===== src/design/rrg_pkg.sv =====
// Types, constants and helper functions of the secondary ray generator.
package rrg_pkg;

    localparam int NSTG      = 14;
    localparam int FRONT_STG = 5;
    localparam int SQ_STG    = 6;
    localparam int SQ_STEPS  = 4;
    localparam int BACK_STG  = 3;

    localparam int RAD_W  = 48;
    localparam int REM_W  = 26;
    localparam int ROOT_W = 24;

    localparam logic [1:0] ST_OK      = 2'd0;
    localparam logic [1:0] ST_DEPTH   = 2'd1;
    localparam logic [1:0] ST_CONTRIB = 2'd2;
    localparam logic [1:0] ST_TIR     = 2'd3;

    localparam logic [1:0] CFG_MAX_DEPTH = 2'd0;
    localparam logic [1:0] CFG_MIN_CONTR = 2'd1;
    localparam logic [1:0] CFG_TIR_EPS   = 2'd2;

    localparam logic [3:0]  RST_MAX_DEPTH = 4'd4;
    localparam logic [15:0] RST_MIN_CONTR = 16'd1638;
    localparam logic [16:0] RST_TIR_EPS   = 17'd1;

    localparam logic [16:0] CONTRIB_MAX = 17'd32768;

    typedef struct packed {
        logic               op;
        logic signed [17:0] ix;
        logic signed [17:0] iy;
        logic signed [17:0] iz;
        logic signed [17:0] nx;
        logic signed [17:0] ny;
        logic signed [17:0] nz;
        logic [3:0]         depth;
        logic [15:0]        contrib;
        logic [15:0]        factor;
        logic [15:0]        n;
    } in_item_t;

    typedef struct packed {
        logic               op;
        logic [1:0]         status;
        logic [15:0]        contrib;
        logic [3:0]         depth;
        logic [15:0]        n;
        logic signed [17:0] ix;
        logic signed [17:0] iy;
        logic signed [17:0] iz;
        logic signed [18:0] nx;
        logic signed [18:0] ny;
        logic signed [18:0] nz;
    } ray_t;

    typedef struct packed {
        logic               op;
        logic [1:0]         status;
        logic [15:0]        contrib;
        logic [3:0]         depth;
        logic signed [18:0] nx;
        logic signed [18:0] ny;
        logic signed [18:0] nz;
        logic signed [21:0] drx;
        logic signed [21:0] dry;
        logic signed [21:0] drz;
        logic signed [21:0] nix;
        logic signed [21:0] niy;
        logic signed [21:0] niz;
        logic [22:0]        nc1s;
    } side_t;

    typedef struct packed {
        logic [RAD_W-1:0]  rad;
        logic [REM_W-1:0]  rem;
        logic [ROOT_W-1:0] root;
    } sq_t;

    function automatic logic signed [21:0] sat22(input logic signed [29:0] v);
        logic signed [21:0] r;
        if (v > 30'sd2097151)
            r = 22'sd2097151;
        else if (v < -30'sd2097152)
            r = -22'sd2097152;
        else
            r = v[21:0];
        return r;
    endfunction

    // One digit of the restoring square root: two radicand bits in, one root bit out.
    function automatic sq_t sq_step(input sq_t a);
        sq_t              r;
        logic [REM_W-1:0] r4;
        logic [REM_W-1:0] trial;
        r4    = {a.rem[REM_W-3:0], a.rad[RAD_W-1 -: 2]};
        trial = {a.root, 2'b01};
        r.rad = {a.rad[RAD_W-3:0], 2'b00};
        if (r4 >= trial)
        begin
            r.rem  = r4 - trial;
            r.root = {a.root[ROOT_W-2:0], 1'b1};
        end
        else
        begin
            r.rem  = r4;
            r.root = {a.root[ROOT_W-2:0], 1'b0};
        end
        return r;
    endfunction

endpackage


===== src/design/rrg_sqrt.sv =====
// Pipelined restoring square root, SQ_STEPS root bits per stage; side data rides along.
module rrg_sqrt import rrg_pkg::*; (
    input  logic               clk,
    input  logic [SQ_STG-1:0]  en,
    input  side_t              side_in,
    input  logic [RAD_W-1:0]   rad,
    output side_t              side_out,
    output logic [ROOT_W-1:0]  root
);

    side_t side_reg [SQ_STG];
    sq_t   sq_reg   [SQ_STG];
    sq_t   sq_next  [SQ_STG];

    always_comb
    begin
        sq_t a;
        a.rad  = rad;
        a.rem  = '0;
        a.root = '0;
        for (int k = 0; k < SQ_STEPS; k++)
            a = sq_step(a);
        sq_next[0] = a;
        for (int s = 1; s < SQ_STG; s++)
        begin
            a = sq_reg[s-1];
            for (int k = 0; k < SQ_STEPS; k++)
                a = sq_step(a);
            sq_next[s] = a;
        end
    end

    always_ff @(posedge clk)
    begin
        if (en[0])
        begin
            sq_reg[0]   <= sq_next[0];
            side_reg[0] <= side_in;
        end
        for (int s = 1; s < SQ_STG; s++)
        begin
            if (en[s])
            begin
                sq_reg[s]   <= sq_next[s];
                side_reg[s] <= side_reg[s-1];
            end
        end
    end

    assign side_out = side_reg[SQ_STG-1];
    assign root     = sq_reg[SQ_STG-1].root;

endmodule


===== config.mk =====
export PLATFORM = sky130hd
export DESIGN_NAME = rrg_sqrt
export DESIGN_NICKNAME = d
export VERILOG_FILES = /design/src/design/rrg_pkg.sv /design/src/design/rrg_sqrt.sv
export SDC_FILE = /design/constraint.sdc
export NUM_CORES = 2
export LEC_CHECK = 0
export ABC_CLOCK_PERIOD_IN_PS = 18400
export BUFFER_PORTS_ARGS = -buffer_cell sky130_fd_sc_hd__buf_2
export CELL_PAD_IN_SITES_DETAIL_PLACEMENT = 0
export CELL_PAD_IN_SITES_GLOBAL_PLACEMENT = 1
export CORE_MARGIN = 1.5
export CORE_UTILIZATION = 54
export CTS_CLUSTER_DIAMETER = 120
export DETAILED_ROUTE_END_ITERATION = 8
export PLACE_DENSITY_LB_ADDON = 0.1
export SLEW_MARGIN = 10
export SYNTH_ARGS = -nofsm -noshare
export SYNTH_HDL_FRONTEND = slang
export SYNTH_SLANG_ARGS = --single-unit

===== constraint.sdc =====
create_clock -name clk -period 18.4 [get_ports clk]
set_input_delay 1.84 -clock clk [delete_from_list [all_inputs] [get_ports clk]]
set_output_delay 1.84 -clock clk [all_outputs]
set_load 0.05 [all_outputs]

Yosys cells after proc, flatten, opt, wreduce, memory -nomap -nowiden. Memory sizes are Yosys's and may differ from the RTL's. Cells that the tools add are included.

$add $sub $neg: 24. Magnitude comparators: 24. Muxes and demuxes: 36.

Operator list (number): two-way mux 48 bit (18); greater-or-equal comparator 26 bit (23); subtractor 24 bit (17); two-way mux 50 bit (6); subtractor 26 bit (6); two-way mux 1 bit (12); subtractor 2 x 1 -> 3 bit, second input constant (1); greater-or-equal comparator 2 x 1 -> 1 bit, second input constant (1).

Register bits: 0. RAM bits: 1950. Input bits: 290. Output and inout bits: 259. Logic and storage cells: 86. Memories kept: 2.

Memories: side_reg (depth 6, width 235, rd ports 6, clocked after memory_dff 0, write ports 6, line rrg_sqrt.sv:11) `side_t side_reg [SQ_STG];`; sq_reg (depth 6, width 90, rd ports 6, clocked after memory_dff 0, write ports 6, line rrg_sqrt.sv:12) `sq_t sq_reg [SQ_STG];`.

Logic depth before layout (Yosys ltp). An unclocked memory read counts as a cell.

Depth after elaboration: 9. Gate-level depth with buffers: 62. Mapped depth without buffers: 53.

Worst setup path before layout. No wires, ideal clock.

Kind: register to register. Start: mem sq_reg[3][11] (netlist name). End: mem sq_reg[4][27] (netlist name), data pin. Arrival: 11414 ps. Data required time: 18140 ps. Slack: 6726 ps. Stages on the path, launching flop included: 56. Buffers on the path: 9. Clock period less this slack: 11674 ps. Path through: edfxtp_1 > inv_1 > ha_1 > nand4_1 > or3_1 > o311ai_0 > or3_1 > clkbuf_1 > clkbuf_1 > a21oi_1 > ha_1 > nand2_1 > nor3_1 > nand3_1 > nor4b_1 > nor2_1 > nor4bb_1 > a2111oi_0 > [20 not listed] > clkbuf_1 > buf_1 > nand2_1 > o21ai_0 > ha_1 > clkbuf_1 > nand4_1 > nor2_1 > nor2_1 > nand2_1 > a21o_1 > a21oi_1 > o21a_1 > a311o_1 > a311oi_1 > nor4b_1 > buf_2 > mux2_2.

RTL lines (line): from (decl) (rrg_sqrt.sv:12).

==> impl_metrics.json <==
{
  "num_vias": 45901,
  "p_int_mw": 9.36,
  "worst_pin_slew_ns": 1.01,
  "grt_pass1_vias": 43800,
  "slew-limit-headroom_pct": 32.0,
  "io-pin-count": 549,
  "cp.required_ns": 18.90,
  "place_congestion": 0.931,
  "dpl_cell_area_um2": 80900,
  "power_switching_mw": 5.63,
  "hold_end": "side_reg[5][87]",
  "core_area_um2": 140000,
  "synthesis.area_um2": 75900,
  "final_cell_area_um2": 86600,
  "ant_nets": 0,
  "fin_cells": 8026,
  "met3_usage_pct": 4.70,
  "clockBufferDepth": 3,
  "finalCritPeriodShare_pct": 75.4,
  "crit_path_max_incr_delay_ns": 0.77,
  "crit_arrival_ns": 14.38,
  "critPathKind": "reg -> reg",
  "grt_usage_pct": 25.8,
  "largest_register_ff_count": 1410,
  "dp.cells": 7701,
  "io_buffers": 548,
  "ys_ff_latch": 1734,
  "clk_pin_slew_ns": 0.06,
  "synth.avg_cell_area_um2": 14.2,
  "die_w_um": 378,
  "slew_violations": 0,
  "grt_pass1_wl_um": 273000,
  "fin_crit_ns": 13.88,
  "busiest_layer": "met2",
  "path_max_fanout": 40,
  "via_per_inst": 5.72,
  "start_kind": "register",
  "async_flop_share_pct": 0,
  "synth-seq-area-share_pct": 68.6,
  "drc_errors": 0,
  "max_cap_violations": 0,
  "synthToLayoutAreaGrowth_pct": 14.0,
  "drt-total-wl_um": 186000,
  "grt_overflow": 0,
  "synthFlopType": "edfxtp_1",
  "yosys_warnings": 0,
  "use_met1_pct": 35.3,
  "synth-edff-count": 1734,
  "status": "complete, no violations",
  "clock_sinks": 1734,
  "p_sw_share_pct": 37.5,
  "endpoint_kind": "register",
  "hold_viol": 0,
  "post_cts_resized": 0,
  "clock.fmax_mhz": 72.1,
  "reg2reg_to": "sq_reg[4][42]",
  "pwr-share-clk_pct": 22.7,
  "setup_tns_ns": 0,
  "use_met2_pct": 41.4,
  "cts_tree": "built",
  "seqPwrFrac_pct": 33.8,
  "r2r_slack_ns": 4.52,
  "syn_inst": 5339,
  "dieHeight_um": 378,
  "leakage_nw": 32.7,
  "nets": 6608,
  "hold_start": "side_reg[4][87]",
  "dr.first_iter.drc_count": 3547,
  "skew_ns": 0.0658,
  "holdPathStages": 0,
  "start_util_pct": 54.4,
  "post_cts_buffers": 0,
  "cts_buffers": 168,
  "rsz0062_at_grt": "false",
  "cts_root_buf": "clkbuf_16",
  "cpMaxStageDelayCell": "o311ai_0",
  "worst_r2r_path_depth": 46,
  "cellPowerDensity_nw_per_um2": 173,
  "fp.dieArea_um2": 143000,
  "cts_hold_buf": 0,
  "power_frac_comb_pct": 43.5,
  "finalSetupViolCount": 0,
  "grt_start_max_net_pins": 102,
  "cts-htree-levels": 4,
  "clk_latency_ns": 0.81,
  "synth_cell_type_count": 116,
  "post-route-util_pct": 62.0,
  "dp_hpwl_um": 135000,
  "min_path_type": "reg -> reg",
  "irDropWorstVdd_v": 0.000203,
  "drive_above_1_share_pct": 15.5,
  "fp-row-count": 137,
  "timing.rr.start": "sq_reg[3][11]",
  "antenna_found_initial": 57,
  "drt_first_pass_iters": 7,
  "wl_per_cell_um": 23.2,
  "hold_ws_ns": 0.361
}
==> critical path, delay by kind of cell, from the launching register on <==
kind | cells | cell delay [ns]
AOI/OAI and AO/OA | 16 | 4.44
and+or+nand+nor | 17 | 4.22
buffers and inverters | 7 | 2.11
adders and majority gates | 4 | 1.66
muxes | 2 | 0.75
DFF | 1 | 0.35
==> layer usage <==
metal,wire [um],vias up
li1,-,21804
met2,87800,1361
met3,10900,326
met1,80500,22390
met5,152,-
met4,6540,20
==> worst max path at each step <==
stage / start / end / cells past startpoint
6_report: sq_reg[3][11] / sq_reg[4][42] / 46
5_1_grt: sq_reg[3][11] / sq_reg[4][47] / 46
4_1_cts: sq_reg[3][11] / sq_reg[4][42] / 46
3_5_place_dp: sq_reg[3][11] / sq_reg[4][42] / 46
3_3_place_gp: sq_reg[3][13] / sq_reg[4][47] / 46
2_1_floorplan: sq_reg[3][11] / sq_reg[4][27] / 55
==> cell families after synthesis <==
group | count (synthesis) | share of synthesized area [%]
DFF | 1734 | 68.6
and+or+nand+nor | 1326 | 8.80
buffers and inverters | 323 | 1.72
other | 1 | 0.00494
AOI/OAI and AO/OA | 1199 | 10.3
xor gates and xnor gates | 364 | 4.20
muxes | 69 | 1.03
adders and majority gates | 323 | 5.32
==> metrics by stage <==
stage	power, mW	worst slack [ns]
3_5_place_dp	11.6	4.84
5_1_grt	15.9	3.50
4_1_cts	15.0	4.81
3_3_place_gp	11.5	5.08
2_1_floorplan	9.87	6.73
6_report	15.0	4.52
==> cells in the final DEF, fill, tap and decap left out, types with 21 or more instances in the layout <==
cell type     n
clkbuf_16   168
nand2_1     327
a21o_1      134
or3_1        38
and3_1       44
nand2b_1     46
xor2_1      128
mux2_2       41
clkbuf_1     40
ha_1        323
nor3_1       90
and2_1       36
or2_2        24
nor2b_1      47
nor2_1      351
o21a_1       46
nor4_1       47
o21ai_0     229
a211oi_1     30
o31ai_1      37
nand3_1      94
o21bai_1     54
buf_4        37
a31oi_1      51
nand4_1      67
diode_2      25
clkinv_1     33
o211ai_1     29
nand3b_1     21
edfxtp_1   1734
a21oi_1     366
inv_1       216
xnor2_1     236
buf_2       542
==> final cells by class <==
type | count | area, um^2
fill | 10622 | 53000
sequential | 1734 | 52100
multi-input combinational | 3283 | 22600
clock buffer | 208 | 4350
timing repair buffer | 585 | 3080
tap | 1876 | 2350
clock inverter | 92 | 1220
inverter | 223 | 850
antenna | 25 | 62.6
==> synthesized netlist by cell type, types with 13 or more instances <==
| cell | count | share of area [%] |
|---|---|---|
| a211o_1 | 15 | 0.17 |
| a211oi_1 | 30 | 0.30 |
| a21boi_0 | 13 | 0.13 |
| a21o_1 | 134 | 1.3 |
| a21oi_1 | 366 | 2.4 |
| a31oi_1 | 51 | 0.42 |
| and2_1 | 36 | 0.30 |
| and3_1 | 44 | 0.36 |
| buf_1 | 13 | 0.064 |
| clkbuf_1 | 66 | 0.33 |
| edfxtp_1 | 1734 | 69 |
| ha_1 | 323 | 5.3 |
| inv_1 | 216 | 1.1 |
| mux2_2 | 41 | 0.61 |
| mux2i_1 | 18 | 0.24 |
| nand2_1 | 327 | 1.6 |
| nand2b_1 | 46 | 0.38 |
| nand3_1 | 94 | 0.62 |
| nand3b_1 | 21 | 0.21 |
| nand4_1 | 67 | 0.55 |
| nor2_1 | 351 | 1.7 |
| nor2b_1 | 47 | 0.39 |
| nor3_1 | 91 | 0.60 |
| nor3b_1 | 18 | 0.18 |
| nor4_1 | 48 | 0.40 |
| o2111ai_1 | 13 | 0.15 |
| o211ai_1 | 29 | 0.29 |
| o21a_1 | 46 | 0.45 |
| o21ai_0 | 229 | 1.5 |
| o21bai_1 | 54 | 0.53 |
| o31ai_1 | 37 | 0.37 |
| or2_2 | 24 | 0.20 |
| or3_1 | 38 | 0.31 |
| or4_1 | 14 | 0.14 |
| xnor2_1 | 236 | 2.7 |
| xor2_1 | 128 | 1.5 |
==> power groups by stage <==
| stage | Combinational, mW | Clock (mW) | Sequential [mW] |
|---|---|---|---|
| floorplan | 4.71 | 0 | 5.16 |
| global placement | 6.42 | 0 | 5.13 |
| detailed placement | 6.44 | 0 | 5.14 |
| CTS | 6.48 | 3.48 | 5.06 |
| global route | 7.21 | 3.64 | 5.09 |
| finish | 6.52 | 3.40 | 5.06 |
Power figures use the tool's default switching activity.
